[config.mk]
export PLATFORM = sky130hd
export DESIGN_NAME = pci_id_extract_and_lookup_core
export DESIGN_NICKNAME = d
export VERILOG_FILES = /design/src/hw/rtl/pidl_pkg.sv /design/src/hw/rtl/pci_id_extract_and_lookup_core.sv
export VERILOG_INCLUDE_DIRS = /design/src /design/src/hw/rtl
export SDC_FILE = /design/constraint.sdc
export NUM_CORES = 1
export LEC_CHECK = 0
export ABC_AREA = 1
export BUFFER_PORTS_ARGS = -buffer_cell sky130_fd_sc_hd__buf_2
export CAP_MARGIN = 10
export CORE_MARGIN = 2
export CORE_UTILIZATION = 55
export CTS_BUF_LIST = sky130_fd_sc_hd__clkbuf_16
export DETAILED_ROUTE_END_ITERATION = 6
export PLACE_DENSITY = 0.74
export SLEW_MARGIN = 20
export SYNTH_ARGS = -nofsm -noshare
export SYNTH_HDL_FRONTEND = slang
export SYNTH_SLANG_ARGS = --single-unit
[constraint.sdc]
create_clock -name clk -period 9.5 [get_ports clk]
set_clock_uncertainty 0.2 [all_clocks]
set_input_delay 1.9 -clock clk [delete_from_list [all_inputs] [get_ports clk]]
set_output_delay 1.9 -clock clk [all_outputs]
set_load 0.005 [all_outputs]
[src/hw/rtl/pci_id_extract_and_lookup_core_defines.svh]
// Assertion macros for the PCI id scanner.
// Standalone header; included by the modules that assert.
`ifndef PCI_ID_EXTRACT_AND_LOOKUP_CORE_DEFINES_SVH
`define PCI_ID_EXTRACT_AND_LOOKUP_CORE_DEFINES_SVH

`ifndef SYNTHESIS
// Same-cycle implication, disabled during reset.
`define PIDL_ASSERT_IMP(label, clk, rst, ante, cons, msg) \
  label: assert property (@(posedge clk) disable iff (rst) (ante) |-> (cons)) \
    else $error(msg);
// Next-cycle implication, disabled during reset.
`define PIDL_ASSERT_NXT(label, clk, rst, ante, cons, msg) \
  label: assert property (@(posedge clk) disable iff (rst) (ante) |=> (cons)) \
    else $error(msg);
`else
`define PIDL_ASSERT_IMP(label, clk, rst, ante, cons, msg)
`define PIDL_ASSERT_NXT(label, clk, rst, ante, cons, msg)
`endif

`endif

[src/hw/rtl/pidl_pkg.sv]
// Package for the PCI id scanner: field widths, table reset values and
// the hex digit decoder. No dependencies.
package pidl_pkg;

  localparam int TABLE_MAX   = 4;
  localparam int ENTRY_W     = 32;
  localparam int ID_W        = 16;
  localparam int IDX_W       = 2;
  localparam int TDATA_IN_W  = 8;
  localparam int TDATA_OUT_W = 40;
  localparam int TUSER_OUT_W = 2;

  localparam logic [7:0] COLON_CHAR = 8'h3A;
  localparam logic [2:0] DEV_DIGITS_MAX = 3'd4;

  typedef logic [ENTRY_W-1:0] entry_t;
  typedef entry_t entry_tab_t [TABLE_MAX];

  localparam entry_tab_t ENTRY_RESET = '{
    32'h8086_100E, 32'h8086_10D3, 32'h1AF4_1000, 32'h1AF4_1001
  };

  // bit 4 set: not a hex digit; otherwise bits 3..0 hold the value
  typedef struct packed {
    logic       non_hex;
    logic [3:0] value;
  } digit_t;

  function automatic digit_t hex_digit(input logic [7:0] b);
    digit_t d;
    d = '{non_hex: 1'b0, value: 4'd0};
    if (b >= 8'h30 && b <= 8'h39) begin
      d.value = 4'(b - 8'h30);
    end else if (b >= 8'h61 && b <= 8'h66) begin
      d.value = 4'(b - 8'h57);
    end else if (b >= 8'h41 && b <= 8'h46) begin
      d.value = 4'(b - 8'h37);
    end else begin
      d.non_hex = 1'b1;
    end
    return d;
  endfunction

endpackage

[src/hw/rtl/pci_id_extract_and_lookup_core.sv]
// PCI id scanner top level: byte-wise vendor:device parser, table compare
// and result register. Depends on pidl_pkg and the defines header.
//
//   channel   | dir | payload
//   ----------+-----+--------------------------------------------------
//   s_axis    | in  | tdata: text byte; tlast: last byte of the query
//   m_axis    | out | tdata: vendor, device, entry index; tuser: flags
//   cfg       | in  | write of one of the table entries
//
// One byte is taken every cycle unless s_axis stalls; a query's result is
// registered in the cycle after its last byte. The scan step and the four
// entry compares sit between the scan state and result registers.
// Reset (synchronous) clears the scan state, empties the result register
// and restores the table. s_axis stalls only while a result waits unread.
`include "pci_id_extract_and_lookup_core_defines.svh"

module pci_id_extract_and_lookup_core
  import pidl_pkg::*;
#(
  parameter int TABLE_ENTRIES = 4
) (
  input  logic                   clk,
  input  logic                   rst,
  input  logic                   s_axis_tvalid,
  output logic                   s_axis_tready,
  input  logic [TDATA_IN_W-1:0]  s_axis_tdata,   // [7:0] text_byte
  input  logic                   s_axis_tlast,   // last_byte
  output logic                   m_axis_tvalid,
  input  logic                   m_axis_tready,
  output logic [TDATA_OUT_W-1:0] m_axis_tdata,   // [15:0] vendor_id, [31:16] device_id,
                                                 // [33:32] entry_index, [39:34] zero
  output logic [TUSER_OUT_W-1:0] m_axis_tuser,   // [0] id_found, [1] table_hit
  input  logic                   cfg_we,
  input  logic [IDX_W-1:0]       cfg_index,
  input  logic [ENTRY_W-1:0]     cfg_data
);

  typedef enum logic [1:0] {
    PH_SEARCH = 2'd0,
    PH_COLON  = 2'd1,
    PH_DEVICE = 2'd2,
    PH_DONE   = 2'd3
  } phase_t;

  entry_t entries [TABLE_ENTRIES];

  phase_t     scan_phase, scan_phase_next;
  logic [15:0] hex_run, hex_run_next;
  logic        run_nonempty, run_nonempty_next;
  logic [15:0] held_vendor, held_vendor_next;
  logic [15:0] device_accum, device_accum_next;
  logic [2:0]  device_digits, device_digits_next;

  logic       accept;
  digit_t     dig;
  logic       found;
  logic       hit;
  logic [IDX_W-1:0] hit_idx;
  entry_t     key;

  logic             out_found;
  logic             out_hit;
  logic [ID_W-1:0]  out_vendor;
  logic [ID_W-1:0]  out_device;
  logic [IDX_W-1:0] out_idx;

  assign s_axis_tready = !m_axis_tvalid || m_axis_tready;
  assign accept        = s_axis_tvalid && s_axis_tready;
  assign dig           = hex_digit(s_axis_tdata);

  // Scan step for the byte on the input.
  always_comb begin
    scan_phase_next    = scan_phase;
    hex_run_next       = hex_run;
    run_nonempty_next  = run_nonempty;
    held_vendor_next   = held_vendor;
    device_accum_next  = device_accum;
    device_digits_next = device_digits;
    case (scan_phase)
      PH_SEARCH: begin
        if (!dig.non_hex) begin
          hex_run_next      = {hex_run[11:0], dig.value};
          run_nonempty_next = 1'b1;
        end else begin
          if (s_axis_tdata == COLON_CHAR && run_nonempty) begin
            held_vendor_next = hex_run;
            scan_phase_next  = PH_COLON;
          end
          hex_run_next      = '0;
          run_nonempty_next = 1'b0;
        end
      end
      PH_COLON: begin
        if (!dig.non_hex) begin
          device_accum_next  = {12'd0, dig.value};
          device_digits_next = 3'd1;
          scan_phase_next    = PH_DEVICE;
        end else begin
          // colon with no digit after it: drop and search again
          held_vendor_next = '0;
          scan_phase_next  = PH_SEARCH;
        end
      end
      PH_DEVICE: begin
        if (!dig.non_hex && device_digits < DEV_DIGITS_MAX) begin
          device_accum_next  = {device_accum[11:0], dig.value};
          device_digits_next = device_digits + 3'd1;
        end else begin
          scan_phase_next = PH_DONE;
        end
      end
      default: ;
    endcase
  end

  // Lookup against the table, lowest entry wins.
  always_comb begin
    found   = (scan_phase_next == PH_DEVICE) || (scan_phase_next == PH_DONE);
    key     = {held_vendor_next, device_accum_next};
    hit     = 1'b0;
    hit_idx = '0;
    for (int i = TABLE_ENTRIES - 1; i >= 0; i--) begin
      if (found && entries[i] == key) begin
        hit     = 1'b1;
        hit_idx = IDX_W'(i);
      end
    end
  end

  always_ff @(posedge clk) begin
    if (rst) begin
      for (int i = 0; i < TABLE_ENTRIES; i++) begin
        entries[i] <= ENTRY_RESET[i];
      end
    end else if (cfg_we) begin
      for (int i = 0; i < TABLE_ENTRIES; i++) begin
        if (int'(cfg_index) == i) begin
          entries[i] <= cfg_data;
        end
      end
    end
  end

  always_ff @(posedge clk) begin
    if (rst) begin
      scan_phase    <= PH_SEARCH;
      hex_run       <= '0;
      run_nonempty  <= 1'b0;
      held_vendor   <= '0;
      device_accum  <= '0;
      device_digits <= '0;
    end else if (accept) begin
      if (s_axis_tlast) begin
        // clear for the next query
        scan_phase    <= PH_SEARCH;
        hex_run       <= '0;
        run_nonempty  <= 1'b0;
        held_vendor   <= '0;
        device_accum  <= '0;
        device_digits <= '0;
      end else begin
        scan_phase    <= scan_phase_next;
        hex_run       <= hex_run_next;
        run_nonempty  <= run_nonempty_next;
        held_vendor   <= held_vendor_next;
        device_accum  <= device_accum_next;
        device_digits <= device_digits_next;
      end
    end
  end

  always_ff @(posedge clk) begin
    if (rst) begin
      m_axis_tvalid <= 1'b0;
    end else if (accept && s_axis_tlast) begin
      m_axis_tvalid <= 1'b1;
    end else if (m_axis_tready) begin
      m_axis_tvalid <= 1'b0;
    end
  end

  always_ff @(posedge clk) begin
    if (accept && s_axis_tlast) begin
      out_found  <= found;
      out_hit    <= hit;
      out_vendor <= found ? held_vendor_next : '0;
      out_device <= found ? device_accum_next : '0;
      out_idx    <= hit_idx;
    end
  end

  assign m_axis_tdata = {6'd0, out_idx, out_device, out_vendor};
  assign m_axis_tuser = {out_hit, out_found};

  `PIDL_ASSERT_NXT(a_last_gives_result, clk, rst, accept && s_axis_tlast,
                   m_axis_tvalid, "last byte accepted but no result")
  `PIDL_ASSERT_NXT(a_scan_cleared, clk, rst, accept && s_axis_tlast,
                   scan_phase == PH_SEARCH && !run_nonempty && device_digits == 3'd0,
                   "scan state not cleared after query")
  `PIDL_ASSERT_IMP(a_hit_needs_id, clk, rst, m_axis_tvalid && m_axis_tuser[1],
                   m_axis_tuser[0], "table hit without an id")
  `PIDL_ASSERT_IMP(a_empty_result_zero, clk, rst, m_axis_tvalid && !m_axis_tuser[0],
                   m_axis_tdata == '0 && !m_axis_tuser[1], "no id but fields not zero")

endmodule

==> metrics.txt <==
# TYPE chip_impl_metric gauge
chip_impl_metric{name="start_util",unit=""} 0.556
chip_impl_metric{name="gr-total-overflow",unit=""} 0
chip_impl_metric{name="cts.reportedPaths.clkPinSlew",unit="ps"} 60
chip_impl_metric{name="peakVddDrop",unit="mV"} 0.137
chip_impl_metric{name="gr-usage-all-layers",unit=""} 0.299
chip_impl_info{name="critical-path-top-delay-family",value="simple AND/OR/NAND/NOR gates"} 1
chip_impl_info{name="worstSetupPathType",value="in -> reg"} 1
chip_impl_metric{name="cts_setup_buffers",unit=""} 0
chip_impl_metric{name="power_switching",unit="uW"} 514
chip_impl_metric{name="design.final.nets",unit=""} 1566
chip_impl_metric{name="drtPass1Iterations",unit=""} 5
chip_impl_metric{name="ctsHtreeMaxLevel",unit=""} 1
chip_impl_metric{name="power_density",unit="nW/um^2"} 162
chip_impl_metric{name="static-leakage-power",unit="nW"} 5.55
chip_impl_metric{name="report.final.hold_viol_count",unit=""} 0
chip_impl_metric{name="period_needed",unit="ps"} 5120
chip_impl_info{name="critPathCaptureType",value="flop"} 1
chip_impl_metric{name="critical_path_peak_fanout",unit=""} 23
chip_impl_info{name="root_buffer",value="clkbuf_16"} 1
chip_impl_metric{name="ys_types",unit=""} 41
chip_impl_metric{name="timing.setup.tns",unit="ps"} 0
chip_impl_metric{name="crit_required",unit="ps"} 9570
chip_impl_metric{name="fmaxAchievable",unit="MHz"} 195
chip_impl_metric{name="critical_path.max_stage_delay",unit="ps"} 940
chip_impl_info{name="hold_class",value="reg -> reg"} 1
chip_impl_metric{name="fp.coreArea",unit="um^2"} 20800
chip_impl_metric{name="power.internal",unit="mW"} 1.57
chip_impl_metric{name="netlist_area",unit="um^2"} 11600
chip_impl_metric{name="clk-insertion-delay-late",unit="ps"} 530
chip_impl_metric{name="postCtsResizedCells",unit=""} 0
chip_impl_metric{name="critPathBufInv",unit=""} 3
chip_impl_metric{name="ys.warnings.count",unit=""} 0
chip_impl_metric{name="synth-seq-cells",unit=""} 219
chip_impl_info{name="rsz0062_at_grt",value="no"} 1
chip_impl_metric{name="fin_total_pwr",unit="mW"} 2.08
chip_impl_metric{name="cts_buffer_depth",unit=""} 3
chip_impl_metric{name="final-max-slew-violation-count",unit=""} 0
chip_impl_metric{name="power.sequential.fraction",unit=""} 0.529
chip_impl_metric{name="finalSetupViolations",unit=""} 0
chip_impl_metric{name="antenna_cells_inserted",unit=""} 0
chip_impl_metric{name="fp-row-count",unit=""} 53
chip_impl_metric{name="die_area",unit="um^2"} 22200
chip_impl_metric{name="wl_per_cell",unit="um"} 18.4
chip_impl_metric{name="transition_at_the_pin_with_the_smallest_max_transition_slack",unit="ps"} 1070
chip_impl_metric{name="synth-seq-area-share",unit=""} 0.520
chip_impl_metric{name="clock_sink_count",unit=""} 219
chip_impl_metric{name="routed-via-count",unit=""} 9809
chip_impl_metric{name="areaGrowthSynthToFinish",unit="%"} 11.3
chip_impl_metric{name="num-fill-cells",unit=""} 1858
chip_impl_metric{name="place.port_buffers",unit=""} 85
chip_impl_metric{name="grt_antenna_before_repair",unit=""} 0
chip_impl_metric{name="gp_routability_congestion",unit=""} 0.985
chip_impl_metric{name="grt_max_degree",unit=""} 58
chip_impl_info{name="critPathLaunchType",value="input port"} 1
chip_impl_metric{name="via_count_of_the_first_global_routing_pass",unit=""} 8986
chip_impl_metric{name="power.share.clock",unit=""} 0.391
chip_impl_metric{name="route.antenna.remaining_nets",unit=""} 0
chip_impl_metric{name="post_drt_via_cell_ratio",unit=""} 5.45
chip_impl_metric{name="part_of_the_power_in_combinational_logic",unit=""} 0.080
chip_impl_metric{name="numCtsBuffers",unit=""} 23
chip_impl_metric{name="vert_die_dim",unit="um"} 149
chip_impl_metric{name="cts_hold_buf",unit=""} 0
chip_impl_metric{name="power.switching_fraction",unit=""} 0.247
chip_impl_metric{name="critical_path_arrival",unit="ps"} 5190
chip_impl_metric{name="maxCapViolations",unit=""} 0
chip_impl_info{name="cts_tree",value="yes"} 1
chip_impl_metric{name="top_level_ports",unit=""} 92
chip_impl_info{name="worst_path_most_repeated_cell",value="nand2_1"} 1
chip_impl_info{name="critical_path_cell_with_the_highest_stage_delay",value="inv_1"} 1
chip_impl_info{name="status",value="finished, final reports clean"} 1
chip_impl_metric{name="syn_avg_cell_area",unit="um^2"} 8.10
chip_impl_info{name="critical_path.cell_chain",value="buf_2 -> inv_1 -> ha_1 -> o21ai_0 -> nand2_2 -> nand2_4 -> nand2_8 -> nand2_4 -> nand2_1 -> o21ai_0 -> nand2_1 -> inv_1 -> o21ai_2 -> nand4_1 -> nor2_1 -> nand2_1 -> nor2_1 -> a21oi_1 -> nand2_1"} 1
chip_impl_metric{name="drive_gt1_frac",unit=""} 0.127
chip_impl_metric{name="synthesis.instances",unit=""} 1429
chip_impl_metric{name="die_w",unit="um"} 149
chip_impl_metric{name="grt_pass1_wl",unit="um"} 49800
chip_impl_metric{name="dp_hpwl",unit="um"} 24300
chip_impl_metric{name="timing.max_slew.rel_slack",unit=""} 0.282
chip_impl_metric{name="layout_worst_path_cycle_share",unit=""} 0.539
chip_impl_metric{name="drt_iter0_drc",unit=""} 1037
chip_impl_metric{name="drt_wl_total",unit="um"} 33100
chip_impl_metric{name="drt_drc_violations_left",unit=""} 0
[layout make-up]
class / count / area, um^2 / area share
Sequential cell: 219 / 6030 / 0.468
Multi-Input combinational cell: 992 / 4680 / 0.363
Inverter: 180 / 676 / 0.0524
Clock buffer: 23 / 576 / 0.0447
Timing Repair Buffer: 92 / 490 / 0.0381
Tap cell: 275 / 344 / 0.0267
Clock inverter: 19 / 90.1 / 0.00699
[synth_stat cells (all sizes together)]
cell    number  area [um^2]
nand2      488         2090
nor2       206          801
inv        179          672
edfxtp     164         4920
nand3       87          470
a21oi       75          379
o21ai       56          288
dfxtp       55         1100
clkbuf      30          114
xnor2       16          140
nand3b      15          113
buf         13          119
ha          10          125
nand4        8         50.1
xor2         8         70.1
nor3         5         30.0
and2         3         18.8
o211ai       3         22.5
a21o         2         15.0
clkinv       1         3.75
conb         1         3.75
nand2b       1         6.26
nor2b        1         6.26
o22ai        1         6.26
or2          1         6.26
[power by group through the flow]
| stage | logic [mW] | registers (mW) | clock network, mW |
|---|---|---|---|
| 2_1_floorplan | 0.104 | 1.11 | 0 |
| 3_3_place_gp | 0.162 | 1.12 | 0 |
| 3_5_place_dp | 0.164 | 1.12 | 0 |
| 4_1_cts | 0.165 | 1.10 | 0.817 |
| 5_1_grt | 0.184 | 1.11 | 0.851 |
| 6_report | 0.168 | 1.10 | 0.813 |
[routing by layer]
metal,wire length (um),track usage,up-vias
met5,0,0,-
met4,1370,0.122,0
met3,3480,0.0486,85
met2,14700,0.464,505
met1,13500,0.421,4523
li1,-,-,4696
[worst reg2reg max path: stages (launching register included)]
cell     delay [ps]
dfxtp_1         370
inv_1           130
ha_1            550
nand3_1         140
nand2_1         570
inv_1           670
o21ai_2         300
nand4_1         100
nor2_1          110
nand2_1          60
nor2_1          170
nand2_1         100
a21oi_2         120
[final timing paths]
kind	startpoint	to	slack, ps	depth (start not counted)
max	s_axis_tdata[0]	out_hit$_SDFFCE_PP1P_	4380	19
max reg2reg	scan_phase[0]$_SDFFE_PP0P_	out_idx[0]$_SDFFCE_PP0P_	5780	12
min	held_vendor[11]$_SDFFE_PP0P_	held_vendor[11]$_SDFFE_PP0P_	260	2
min reg2reg	held_vendor[11]$_SDFFE_PP0P_	held_vendor[11]$_SDFFE_PP0P_	260	2
[cell usage in the layout, fill, tap and decap left out, drive strengths merged, types with 10 or more instances in the layout]
master / netlist / final
nand3b: 15 / 15
inv: 179 / 185
ha: 10 / 10
nand2: 488 / 488
xnor2: 16 / 16
clkinv: 1 / 12
buf: 13 / 92
edfxtp: 164 / 164
clkbuf: 30 / 23
o21ai: 56 / 56
dfxtp: 55 / 55
a21oi: 75 / 75
nor2: 206 / 206
nand3: 87 / 87
[sequential cells by signal (all words and copies together) (netlist names)]
signal / count
entries: 128
device_accum: 16
held_vendor: 16
hex_run: 16
out_device: 16
out_vendor: 16
device_digits: 3
out_idx: 2
scan_phase: 2
m_axis_tvalid: 1
out_found: 1
out_hit: 1
run_nonempty: 1
[kinds of logic after synthesis]
group | count (synthesis) | share of synthesized area
adders and majority gates | 10 | 0.0108
buffers and inverters | 223 | 0.0784
xor gates and xnor gates | 24 | 0.0182
AOI/OAI and AO/OA | 137 | 0.0614
other | 1 | 0.000324
and+or+nand+nor | 815 | 0.311
DFF | 219 | 0.520
[through the flow]
stage | cells | utilization | worst slack (ps) | cell area, um^2 | hold slack, ps
floorplan | 1434 | - | 4840 | 11600 | 245
global placement | 1757 | 0.586 | 4110 | 12200 | 252
detailed placement | 1757 | 0.586 | 3930 | 12200 | 255
CTS | 1799 | 0.618 | 4440 | 12900 | 264
global route | 1800 | 0.619 | 4040 | 12900 | 279
finish | 1800 | 0.619 | 4380 | 12900 | 263
No activity file was read; power rests on OpenSTA's default activity.
